## config.mk

```make
export PLATFORM = sky130hd
export DESIGN_NAME = configurable_crc_engine_core
export DESIGN_NICKNAME = d
export VERILOG_FILES = /design/src/hw/rtl/ccrc_pkg.sv /design/src/hw/rtl/ccrc_step.sv /design/src/hw/rtl/configurable_crc_engine_core.sv
export SDC_FILE = /design/constraint.sdc
export NUM_CORES = 2
export LEC_CHECK = 0
export BUFFER_PORTS_ARGS = -buffer_cell sky130_fd_sc_hd__buf_2
export CAP_MARGIN = 0
export CORE_ASPECT_RATIO = 0.9
export CORE_MARGIN = 10
export CORE_UTILIZATION = 55
export CTS_CLUSTER_SIZE = 14
export DETAILED_ROUTE_END_ITERATION = 12
export PLACE_DENSITY = 0.71
export SLEW_MARGIN = 20
export SYNTH_ARGS = -nofsm -noshare
export SYNTH_HDL_FRONTEND = slang
export SYNTH_SLANG_ARGS = --single-unit
export TNS_END_PERCENT = 100
```

## constraint.sdc

```tcl
create_clock -name clk -period 13.7 [get_ports clk]
set_clock_uncertainty 0.2 [all_clocks]
set_input_delay 1.37 -clock clk [delete_from_list [all_inputs] [get_ports clk]]
set_output_delay 1.37 -clock clk [all_outputs]
set_load 0.01 [all_outputs]
```

## src/hw/rtl/ccrc_pkg.sv

```systemverilog
// Shared types, register codes, reset values and helper functions for the
// configurable CRC engine. Has no dependencies; every other RTL file imports it.
`default_nettype none

package ccrc_pkg;

    // Payload and configuration widths.
    localparam int CRC_W     = 64;
    localparam int DATA_W    = 8;
    localparam int CFG_IDX_W = 3;

    typedef logic [1:0]       width_sel_t;
    typedef logic [CRC_W-1:0] crc_word_t;

    // Width selector codes.
    localparam width_sel_t WSEL_8  = 2'd0;
    localparam width_sel_t WSEL_16 = 2'd1;
    localparam width_sel_t WSEL_32 = 2'd2;
    localparam width_sel_t WSEL_64 = 2'd3;

    // Configuration register indexes.
    localparam logic [CFG_IDX_W-1:0] CFG_WIDTH_SELECT      = 3'd0;
    localparam logic [CFG_IDX_W-1:0] CFG_REFLECTED_ORDER   = 3'd1;
    localparam logic [CFG_IDX_W-1:0] CFG_POLY_TAPS         = 3'd2;
    localparam logic [CFG_IDX_W-1:0] CFG_START_VALUE       = 3'd3;
    localparam logic [CFG_IDX_W-1:0] CFG_FINAL_XOR         = 3'd4;
    localparam logic [CFG_IDX_W-1:0] CFG_SWAP_RESULT_BYTES = 3'd5;

    // Register values after reset (reflected CRC-32).
    localparam width_sel_t RST_WIDTH_SELECT = WSEL_32;
    localparam logic       RST_REFLECTED    = 1'b1;
    localparam crc_word_t  RST_POLY_TAPS    = 64'h0000_0000_EDB8_8320;
    localparam crc_word_t  RST_START_VALUE  = 64'h0000_0000_FFFF_FFFF;
    localparam crc_word_t  RST_FINAL_XOR    = 64'h0000_0000_FFFF_FFFF;
    localparam logic       RST_SWAP_BYTES   = 1'b0;

    // Shift mode handed to the byte update logic.
    typedef struct packed {
        width_sel_t width_sel;
        logic       reflected;
    } crc_mode_t;

    // Mask covering the selected CRC width.
    function automatic crc_word_t width_mask(input width_sel_t wsel);
        crc_word_t m;
        case (wsel)
            WSEL_8:  m = 64'h0000_0000_0000_00FF;
            WSEL_16: m = 64'h0000_0000_0000_FFFF;
            WSEL_32: m = 64'h0000_0000_FFFF_FFFF;
            default: m = 64'hFFFF_FFFF_FFFF_FFFF;
        endcase
        return m;
    endfunction

    // Reverse the byte order of a value within the selected width.
    function automatic crc_word_t swap_bytes(input crc_word_t v, input width_sel_t wsel);
        crc_word_t r;
        case (wsel)
            WSEL_8:  r = {56'd0, v[7:0]};
            WSEL_16: r = {48'd0, v[7:0], v[15:8]};
            WSEL_32: r = {32'd0, v[7:0], v[15:8], v[23:16], v[31:24]};
            default: r = {v[7:0], v[15:8], v[23:16], v[31:24],
                          v[39:32], v[47:40], v[55:48], v[63:56]};
        endcase
        return r;
    endfunction

endpackage

`default_nettype wire

```

## src/hw/rtl/ccrc_step.sv

```systemverilog
// Combinational one-byte CRC update: eight XOR-shift steps in either bit order.
// Depends on ccrc_pkg for the mode struct and width helpers.
`default_nettype none

module ccrc_step
    import ccrc_pkg::*;
(
    input  wire crc_mode_t mode,
    input  wire crc_word_t poly,
    input  wire crc_word_t crc_in,
    input  wire [DATA_W-1:0] data_byte,
    output crc_word_t      crc_out
);

    crc_word_t  mask;
    crc_word_t  poly_m;
    crc_word_t  poly_al;
    crc_word_t  refl;
    crc_word_t  norm;
    logic [5:0] align;

    // Normal order runs left-aligned in the 64-bit word, so the top bit is
    // always bit 63 whatever the selected width.
    always_comb
    begin
        mask   = width_mask(mode.width_sel);
        poly_m = poly & mask;
        case (mode.width_sel)
            WSEL_8:  align = 6'd56;
            WSEL_16: align = 6'd48;
            WSEL_32: align = 6'd32;
            default: align = 6'd0;
        endcase

        // Reflected order: byte enters at the low end, shift right.
        refl = (crc_in & mask) ^ {56'd0, data_byte};
        for (int k = 0; k < DATA_W; k++)
        begin
            refl = refl[0] ? ((refl >> 1) ^ poly_m) : (refl >> 1);
        end

        // Normal order: byte enters under the top bit, shift left.
        poly_al = poly_m << align;
        norm    = ((crc_in & mask) << align) ^ {data_byte, 56'd0};
        for (int k = 0; k < DATA_W; k++)
        begin
            norm = norm[CRC_W-1] ? ((norm << 1) ^ poly_al) : (norm << 1);
        end

        crc_out = mode.reflected ? refl : (norm >> align);
    end

endmodule

`default_nettype wire

```

## src/hw/rtl/configurable_crc_engine_core.sv

```systemverilog
// A result is offered on the output once the transaction that closes the message
// has passed through the input register and then the result register.
// Throughput: one byte per cycle; the running CRC feeds back through the
// eight-step byte update combinationally. A closing transaction waits in the
// input register only while the result register holds an untaken result.
// Reset: rst_n is asynchronous and active low; it restores the CRC-32 setup
// and empties both pipeline registers. Depends on ccrc_pkg and ccrc_step.
`default_nettype none

module configurable_crc_engine_core
    import ccrc_pkg::*;
(
    input  wire                 clk,
    input  wire                 rst_n,

    // Configuration write port.
    input  wire                 cfg_we,
    input  wire [CFG_IDX_W-1:0] cfg_index,
    input  wire [CRC_W-1:0]     cfg_data,

    // Input byte stream.
    input  wire                 s_axis_tvalid,
    output logic                s_axis_tready,
    input  wire [DATA_W-1:0]    s_axis_tdata,   // [7:0] data_byte
    input  wire [0:0]           s_axis_tuser,   // [0] byte_present
    input  wire                 s_axis_tlast,   // end_of_message

    // Result stream.
    output logic                m_axis_tvalid,
    input  wire                 m_axis_tready,
    output logic [CRC_W-1:0]    m_axis_tdata    // [63:0] crc_result
);

    // Configuration registers.
    width_sel_t width_sel_reg;
    logic       reflected_reg;
    crc_word_t  poly_reg;
    crc_word_t  start_reg;
    crc_word_t  final_xor_reg;
    logic       swap_reg;

    // Input register.
    logic              in_valid_reg;
    logic [DATA_W-1:0] in_data_reg;
    logic              in_present_reg;
    logic              in_last_reg;

    // Running state and result register.
    crc_word_t crc_reg;
    crc_word_t crc_next;
    logic      awaiting_reg;
    logic      out_valid_reg;
    crc_word_t out_data_reg;
    crc_word_t out_data_next;

    crc_mode_t mode;
    crc_word_t mask;
    crc_word_t base_crc;
    crc_word_t stepped_crc;
    crc_word_t final_crc;
    logic      out_free;
    logic      advance;
    logic      active;

    // Configuration writes; indexes past the list are ignored.
    always_ff @(posedge clk or negedge rst_n)
    begin
        if (!rst_n)
        begin
            width_sel_reg <= RST_WIDTH_SELECT;
            reflected_reg <= RST_REFLECTED;
            poly_reg      <= RST_POLY_TAPS;
            start_reg     <= RST_START_VALUE;
            final_xor_reg <= RST_FINAL_XOR;
            swap_reg      <= RST_SWAP_BYTES;
        end
        else if (cfg_we)
        begin
            case (cfg_index)
                CFG_WIDTH_SELECT:      width_sel_reg <= cfg_data[1:0];
                CFG_REFLECTED_ORDER:   reflected_reg <= cfg_data[0];
                CFG_POLY_TAPS:         poly_reg      <= cfg_data;
                CFG_START_VALUE:       start_reg     <= cfg_data;
                CFG_FINAL_XOR:         final_xor_reg <= cfg_data;
                CFG_SWAP_RESULT_BYTES: swap_reg      <= cfg_data[0];
                default: ;
            endcase
        end
    end

    // The held transaction moves on unless it needs the result register
    // while that register still holds an untaken result.
    assign out_free      = !out_valid_reg || m_axis_tready;
    assign advance       = in_valid_reg && (!in_last_reg || out_free);
    assign s_axis_tready = !in_valid_reg || advance;
    assign active        = advance && (in_present_reg || in_last_reg);

    always_ff @(posedge clk or negedge rst_n)
    begin
        if (!rst_n)
        begin
            in_valid_reg <= 1'b0;
        end
        else if (s_axis_tready)
        begin
            in_valid_reg <= s_axis_tvalid;
        end
    end

    always_ff @(posedge clk)
    begin
        if (s_axis_tready && s_axis_tvalid)
        begin
            in_data_reg    <= s_axis_tdata;
            in_present_reg <= s_axis_tuser[0];
            in_last_reg    <= s_axis_tlast;
        end
    end

    // Byte update on the running register, or on the start value for the
    // first transaction of a message.
    assign mode = '{width_sel: width_sel_reg, reflected: reflected_reg};
    assign mask = width_mask(width_sel_reg);

    assign base_crc = awaiting_reg ? (start_reg & mask) : crc_reg;

    ccrc_step u_step (
        .mode      (mode),
        .poly      (poly_reg),
        .crc_in    (base_crc),
        .data_byte (in_data_reg),
        .crc_out   (stepped_crc)
    );

    assign crc_next  = in_present_reg ? stepped_crc : base_crc;
    assign final_crc = (crc_next ^ final_xor_reg) & mask;
    assign out_data_next = swap_reg ? swap_bytes(final_crc, width_sel_reg) : final_crc;

    // Running state: a closing transaction rearms the start load.
    always_ff @(posedge clk or negedge rst_n)
    begin
        if (!rst_n)
        begin
            crc_reg      <= '0;
            awaiting_reg <= 1'b1;
        end
        else if (active)
        begin
            crc_reg      <= crc_next;
            awaiting_reg <= in_last_reg;
        end
    end

    // Result register.
    always_ff @(posedge clk or negedge rst_n)
    begin
        if (!rst_n)
        begin
            out_valid_reg <= 1'b0;
        end
        else if (advance && in_last_reg)
        begin
            out_valid_reg <= 1'b1;
        end
        else if (m_axis_tready)
        begin
            out_valid_reg <= 1'b0;
        end
    end

    always_ff @(posedge clk)
    begin
        if (advance && in_last_reg)
        begin
            out_data_reg <= out_data_next;
        end
    end

    assign m_axis_tvalid = out_valid_reg;
    assign m_axis_tdata  = out_data_reg;

endmodule

`default_nettype wire

```

# Word level (Yosys, flattened, before mapping)
# Cells that the tools add are included.
# Widths: inputs -> output; s select.
[totals]
mem_bits_ro = 0
memories = 0
elab_cells = 92
register_bits = 337
latch_bits = 0
ramBits = 0
[classes]
bitwise_logic = 23
n_reduce_logical = 20
multipliers = 0
mux = 25
n_eq_ne = 7
n_lt_le_gt_ge = 0
shifts = 3
n_addsub = 0
n_div = 0
[ops]
columns = ["operator", "n"]
rows = [
  ["$mux 64", 20],
  ["$xor 64x64->64", 10],
  ["$xor 63x64->64", 8],
  ["$pmux 64 s3", 2],
  ["$and 64x64->64", 4],
  ["$shl 64x6->64", 2],
  ["$shr 64x6->64", 1],
  ["$xor 64x8->64", 1],
  ["$pmux 6 s3", 1],
  ["$reduce_and 2->1", 6],
  ["$eq 3x2->1 const B", 2],
  ["$eq 3x3->1 const B", 2],
  ["$logic_and 1x1->1", 4],
  ["$logic_or 1x1->1", 4],
  ["$eq 3x1->1 const B", 1],
  ["$logic_not 1->1", 3],
  ["$logic_not 3->1", 1],
  ["$eq 2x1->1 const B", 1],
  ["$eq 2x2->1 const B", 1],
  ["$logic_not 2->1", 1],
  ["$mux 1", 2],
  ["$reduce_bool 2->1", 1],
]

# Depth between registers and ports, before layout
[depth]
word_depth = 30
mapped_depth = 29

# By module
# A second synthesis with hierarchy kept.
[hier_totals]
hier_cells = 4273
area_unflattened_um2 = 34819.6
[by_module_without_submodules]
columns = ["module", "cells_per_inst", "n_inst", "seq_area_each_um2", "area_each_um2"]
rows = [
  ["ccrc_step", 2911, 1, 0.0, 18156.2],
  ["configurable_crc_engine_core", 1362, 1, 8904.8, 16663.5],
]

# Worst setup path after synthesis
# OpenSTA, ideal clock, no wires.
[synth_timing]
kind = "register to register"
start = "reg awaiting_reg"
end = "reg out_data_reg[3], in the netlist m_axis_tdata[3] (data pin)"
setup_slack_ps = 7325
stages_incl_launch_ff = 24
arrival_time_ps = 5914
path_buffers = 3
setup_time_ps = 261
synth_period_minus_slack_ps = 6375
cell_sequence = "dfstp_2 buf_6 mux2i_4 mux4_2 xor2_2 buf_6 a21oi_2 o221ai_2 xor2_2 xnor3_1 xor2_1 a32o_1 a211oi_4 xor2_2 buf_6 or3_1 and3_1 a211oi_1 nor3_1 a2111oi_2 o31ai_2 xnor2_2 nand2_1 a221o_1"
[synth_between]
elab_chain_cells = 27
elab_cells_between_ends = 44
cone_classes = "shift (2); mux (21); bitwise (21)"
[synth_rtl]
columns = ["element", "line", "rtl"]
rows = [
  ["start, declared", "configurable_crc_engine_core.sv:51", "logic awaiting_reg;"],
  ["start signal, assigned", "configurable_crc_engine_core.sv:150", "awaiting_reg <= in_last_reg;"],
  ["$mux 64 (*)", "configurable_crc_engine_core.sv:125", "assign base_crc = awaiting_reg ? (start_reg & mask) : crc_reg;"],
  ["$and 64x64->64", "ccrc_step.sv:36, ccrc_step.sv:44", ""],
  ["$shl 64x6->64", "ccrc_step.sv:44", "norm = ((crc_in & mask) << align) ^ {data_byte, 56'd0};"],
  ["$xor 64x64->64", "ccrc_step.sv:44", ""],
  ["$xor 64x64->64", "ccrc_step.sv:47", "norm = norm[CRC_W-1] ? ((norm << 1) ^ poly_al) : (norm << 1);"],
  ["$mux 64", "ccrc_step.sv:47", ""],
  ["$xor 64x64->64", "ccrc_step.sv:47", ""],
  ["$mux 64", "ccrc_step.sv:47", ""],
  ["[... 12 more ...]", "--", ""],
  ["$shr 64x6->64", "ccrc_step.sv:50", "crc_out = mode.reflected ? refl : (norm >> align);"],
  ["$mux 64", "ccrc_step.sv:50", ""],
  ["$mux 64 (*)", "configurable_crc_engine_core.sv:135", "assign crc_next = in_present_reg ? stepped_crc : base_crc;"],
  ["$xor 64x64->64 (*)", "configurable_crc_engine_core.sv:136", "assign final_crc = (crc_next ^ final_xor_reg) & mask;"],
  ["$and 64x64->64 (*)", "configurable_crc_engine_core.sv:136", ""],
  ["$pmux 64 s3", "ccrc_pkg.sv:58", "case (wsel)"],
  ["$mux 64 (*)", "configurable_crc_engine_core.sv:137", "assign out_data_next = swap_reg ? swap_bytes(final_crc, width_sel_reg) : final_crc;"],
  ["via out_data_next[3]", "configurable_crc_engine_core.sv:54", "crc_word_t out_data_next;"],
  ["end signal, assigned", "configurable_crc_engine_core.sv:175", "out_data_reg <= out_data_next;"],
  ["end, declared", "configurable_crc_engine_core.sv:53", "crc_word_t out_data_reg;"],
]
# Mark *: on every way through the listed nets, which the timed path passes. The rest lies on a longest branch.
# A chain may end at the register's enable or synchronous reset.

# Final worst setup path
[layout_timing]
start = "reg width_sel_reg[1]"
end = "reg out_data_reg[10], in the netlist m_axis_tdata[10] (data pin)"
[layout_between]
elab_chain_cells = 30
elab_cells_between_ends = 52
cone_classes = "eq/ne (2); shift (3); mux (23); bitwise (23); reduce/logical (1)"
[layout_rtl]
columns = ["element", "line", "rtl"]
rows = [
  ["start, declared", "configurable_crc_engine_core.sv:35", "width_sel_t width_sel_reg;"],
  ["start signal, assigned", "configurable_crc_engine_core.sv:80", "CFG_WIDTH_SELECT: width_sel_reg <= cfg_data[1:0];"],
  ["$eq 2x2->1, or another cell as far along", "ccrc_pkg.sv:46, ccrc_pkg.sv:58, ccrc_step.sv:28", ""],
  ["$pmux 64 s3", "ccrc_pkg.sv:46", "case (wsel)"],
  ["$and 64x64->64", "configurable_crc_engine_core.sv:125", ""],
  ["$mux 64", "configurable_crc_engine_core.sv:125", ""],
  ["$and 64x64->64", "ccrc_step.sv:36, ccrc_step.sv:44", ""],
  ["$shl 64x6->64", "ccrc_step.sv:44", ""],
  ["$xor 64x64->64", "ccrc_step.sv:44", ""],
  ["$xor 64x64->64", "ccrc_step.sv:47", ""],
  ["[... 15 more ...]", "--", ""],
  ["$shr 64x6->64", "ccrc_step.sv:50", ""],
  ["$mux 64", "ccrc_step.sv:50", ""],
  ["$mux 64", "configurable_crc_engine_core.sv:135", ""],
  ["$xor 64x64->64", "configurable_crc_engine_core.sv:136", ""],
  ["$and 64x64->64", "configurable_crc_engine_core.sv:136", ""],
  ["$pmux 64 s3", "ccrc_pkg.sv:58", ""],
  ["$mux 64 (*)", "configurable_crc_engine_core.sv:137", ""],
  ["via out_data_next[10]", "configurable_crc_engine_core.sv:54", ""],
]
# Marked as above.

==> results.md <==
Outcome:
- The run finished with clean final reports.

Timing:
- Setup total negative slack on the finished layout was measured at 0 ns.
- Static timing analysis puts the maximum clock frequency at 0.09242 GHz.
- The final count of hold timing violations is 0.
- The total count of max-transition violations in the final report was 0.
- The headroom to the max-slew limit is 0.07600.
- The worst path meets setup with 2.880 ns of slack.
- The transition time of the tightest slew-check pin is 1.376 ns.
- In the finished design, the share of the clock period the worst path needs comes to 0.7898.
- The clock period minus worst slack is 10.82 ns.
- Setup repair after global routing left no endpoint under its margin.
- Setup violations remaining at the end of the flow were counted as 0.

Yosys:
- The main flop type after synthesis is sky130_fd_sc_hd__dfrtp_1.
- The dominant cell by count in the synthesized netlist is sky130_fd_sc_hd__nand2_1.
- The simple-gate area share of the yosys netlist is 0.1791.
- Synthesis produced 4877 cells.
- The number of enable flip-flop cells after synthesis is 74.
- Ranked by instance count, the synthesized netlist is headed by sky130_fd_sc_hd__nand2_1, sky130_fd_sc_hd__xnor2_1, sky130_fd_sc_hd__a21oi_1.
- The post-synth net total is 4959.
- The fraction of registers with async set or reset after synthesis is 0.7804.
- The sequential share of the synthesized area is 0.2381.
- The Yosys step of the flow raised 0 warnings.
- The portion of netlist area occupied by mux cells is 0.09933.
- By area the synthesized netlist is led by sky130_fd_sc_hd__xnor2_1, sky130_fd_sc_hd__dfrtp_1, sky130_fd_sc_hd__nand2_1.
- The share of the synthesized area in the top cell type is 0.1691.
- The post-synthesis cell area is 37400 sq um.
- The leading area contributor after synthesis is sky130_fd_sc_hd__xnor2_1.
- The synthesized design contains 337 register bits.
- The fraction of synthesized cell area in xor and xnor cells is 0.2174.
- The combinational family with the most area after synthesis is XOR/XNOR gates.
- Of the total synthesized cell area, the portion taken by full adders, half adders and majority gates is 0.
- The share of the synthesized area in compound gates (AO/OA/AOI/OAI) is 0.2095.
- Yosys mapped the design onto 106 distinct sky130hd cell types.
- The average instance in the mapped netlist occupies 7.668 sq um.

Placed design:
- Once placement finished, the instance area stood at 38670 sq um.
- The HPWL after detailed placement is 138900 um.
- The number of placed instances, taps included, is 5557.
- Buffers placed on the I/O ports in this run total 147.
- The final weighted congestion of routability-driven global placement is 1.143.
- Before CTS, the worst setup slack after placement is 3.509 ns.

Clocking:
- The clock slew at the register clock pins of the worst setup and hold paths is 0.07 ns.
- The hold buffer count at CTS is 0.
- The clock tree buffer depth is 3.
- At the later pin of the worst-skew pair, clock insertion delay measures 0.60 ns.
- The number of setup buffers added after CTS is 0.
- Post-CTS repair changed the size of 0 cells.
- The level count of the clock H-tree is 2.
- TritonCTS built the clock tree.
- The clock sink count is 337.
- Buffers inserted during clock tree synthesis total 40.
- The cell sitting at the root of the clock tree is a sky130_fd_sc_hd__clkbuf_16.

Global routing:
- The maximum number of pins on one net before global-route repair is 157.
- The overall fraction of global-route tracks in use is 0.4708.
- The global-route wire length before repair is 269200 um.
- The leftover overflow at the end of global routing is 0.
- The initial antenna violation count came to 19.
- The via count of the first global-routing pass is 35560.

Finish:
- From synthesis to final layout, the design area changed by 7.347%.
- Leaving out filler cells and counting taps, the final layout contains 5637.
- The summed area of non-filler cells in the final layout is 40140 sq um.
- In the final layout, the share of cells above drive strength 1 is 0.1692.
- After the last flow step, the layout net total stands at 4807.
- The fill cell instance count of the final layout is 6149.

Die:
- In this run the horizontal extent of the chip is 294.9 um.
- The initial utilization of the core area, before any placement, comes to 0.5563.
- The die covers 78840 sq um.
- The number of primary I/O pins is 148.
- The die span in y is 267.4 um.
- The cell row count is 90.
- The region available for standard cell placement spans 67230 sq um.

Critical path:
- The worst setup path is captured at a flip-flop.
- The worst endpoint required time is 13.94 ns.
- The critical path is of the reg -> reg type.
- The worst endpoint data arrival time is 11.06 ns.
- The type of origin of the critical path is a flip-flop.
- The largest fanout on the critical path is 63.

Route:
- The number of detailed-routing iterations run before antenna repair is 11.
- The via count normalized by instance count is 7.124.
- In the routed design, unresolved DRC markers number 0.
- The total length of routed wires is 193600 um.
- The detailed router placed 40160 vias in this run.
- The remaining antenna violation count after routing is 0.
- The post-detailed-route wirelength per cell is 34.35 um.
- The number of DRC violations after detailed-routing iteration 0 is 7599.

Flow run:
- The number of max-cap violations is 0.

Worst hold path:
- The worst hold path belongs to the class reg -> reg.
metrics by stage:
stage	hold slack, ns	util
2_1_floorplan	0.2419	-
3_3_place_gp	0.2539	0.5752
3_5_place_dp	0.2590	0.5752
4_1_cts	0.2727	0.5967
5_1_grt	0.2951	0.5970
6_report	0.2715	0.5972
cell usage in the layout, fill, tap and decap left out, types with 13 or more instances in the layout:
cell type / instances
sky130_fd_sc_hd__dfstp_2: 79
sky130_fd_sc_hd__mux2i_1: 56
sky130_fd_sc_hd__buf_2: 146
sky130_fd_sc_hd__o21ai_1: 23
sky130_fd_sc_hd__a31oi_1: 26
sky130_fd_sc_hd__a211oi_1: 55
sky130_fd_sc_hd__edfxtp_1: 74
sky130_fd_sc_hd__nor2b_1: 34
sky130_fd_sc_hd__and2_1: 21
sky130_fd_sc_hd__o221ai_1: 13
sky130_fd_sc_hd__o22ai_1: 86
sky130_fd_sc_hd__nand2_1: 979
sky130_fd_sc_hd__nor2_1: 243
sky130_fd_sc_hd__and3_1: 47
sky130_fd_sc_hd__mux2_2: 241
sky130_fd_sc_hd__inv_1: 15
sky130_fd_sc_hd__xnor2_2: 13
sky130_fd_sc_hd__o31ai_1: 17
sky130_fd_sc_hd__dfrtp_1: 180
sky130_fd_sc_hd__a32oi_1: 58
sky130_fd_sc_hd__xnor3_1: 17
sky130_fd_sc_hd__xnor2_1: 713
sky130_fd_sc_hd__or3_1: 17
sky130_fd_sc_hd__xor2_1: 139
sky130_fd_sc_hd__o211ai_1: 35
sky130_fd_sc_hd__buf_4: 152
sky130_fd_sc_hd__o21ai_0: 275
sky130_fd_sc_hd__clkbuf_16: 42
sky130_fd_sc_hd__a21o_1: 24
sky130_fd_sc_hd__nor4_1: 13
sky130_fd_sc_hd__nor3_1: 46
sky130_fd_sc_hd__nand3_1: 100
sky130_fd_sc_hd__a21oi_1: 398
sky130_fd_sc_hd__a22oi_1: 29
sky130_fd_sc_hd__o32ai_1: 22
area by class of cell:
| cell class | count | area, sq um | area share |
|---|---|---|---|
| timing repair buffer | 302 | 1947 | 0.04850 |
| clock inverter | 22 | 315.3 | 0.007854 |
| inverter | 22 | 82.58 | 0.002057 |
| tap | 874 | 1094 | 0.02724 |
| multi-input combinational | 4022 | 26650 | 0.6637 |
| antenna | 6 | 15.01 | 0.0003740 |
| sequential | 337 | 8917 | 0.2221 |
| clock buffer | 52 | 1129 | 0.02811 |
final timing paths:
kind / cells after the start / endpoint / slack (ns) / from
min in group asynchronous: 1 / poly_reg[16] / 0.64 / rst_n
setup / recovery: 24 / m_axis_tdata[10] / 2.88 / width_sel_reg[1]
setup reg to reg: 24 / m_axis_tdata[10] / 2.88 / width_sel_reg[1]
hold reg to reg: 1 / crc_reg[9] / 0.27 / crc_reg[9]
max in group asynchronous: 2 / crc_reg[54] / 11.09 / rst_n
hold / removal: 1 / crc_reg[9] / 0.27 / crc_reg[9]
per-layer routing:
layer  global-route usage  vias to the layer above  wire (um)
met5              0.01282                        -        247
met1               0.5909                    19140      69450
met2               0.6439                     3554      75390
li1                     -                    16640          -
met3               0.2215                      805      33510
met4               0.2812                       20      15050
critical path, stage by stage, from the launching register on:
cell and delay (ns):
sky130_fd_sc_hd__dfstp_4 1.14, sky130_fd_sc_hd__inv_1 0.40, sky130_fd_sc_hd__nand2_1 0.26, sky130_fd_sc_hd__buf_4 0.32
sky130_fd_sc_hd__o221ai_1 0.35, sky130_fd_sc_hd__xor2_1 0.64, sky130_fd_sc_hd__o21ai_1 0.19, sky130_fd_sc_hd__o211ai_1 0.60
sky130_fd_sc_hd__buf_4 0.51, sky130_fd_sc_hd__o31ai_2 0.19, sky130_fd_sc_hd__and4b_1 0.31, sky130_fd_sc_hd__or4_2 1.08
sky130_fd_sc_hd__mux2i_1 0.27, sky130_fd_sc_hd__o2111a_1 0.30, sky130_fd_sc_hd__a21o_1 0.42, sky130_fd_sc_hd__buf_4 0.41
sky130_fd_sc_hd__xnor2_4 0.15, sky130_fd_sc_hd__buf_4 0.49, sky130_fd_sc_hd__nand2_1 0.16, sky130_fd_sc_hd__xnor2_1 0.38
sky130_fd_sc_hd__o21ai_0 0.16, sky130_fd_sc_hd__a21oi_1 0.26, sky130_fd_sc_hd__xor2_1 0.79, sky130_fd_sc_hd__a221oi_1 0.25
sky130_fd_sc_hd__a21oi_1 0.23
logic make-up (layout without fill, tap and decap cells):
| kind of cell | count (synthesis) | after routing |
|---|---|---|
| other | 0 | 6 |
| buffers and inverters | 518 | 398 |
| AO/OA/AOI/OAI | 1230 | 1230 |
| flip-flops | 337 | 337 |
| multiplexers | 320 | 320 |
| AND/OR/NAND/NOR | 1581 | 1581 |
| XOR/XNOR | 891 | 891 |
Power is not shown: default switching activity piles up to over one toggle a cycle in this logic, so the estimate is an artifact.
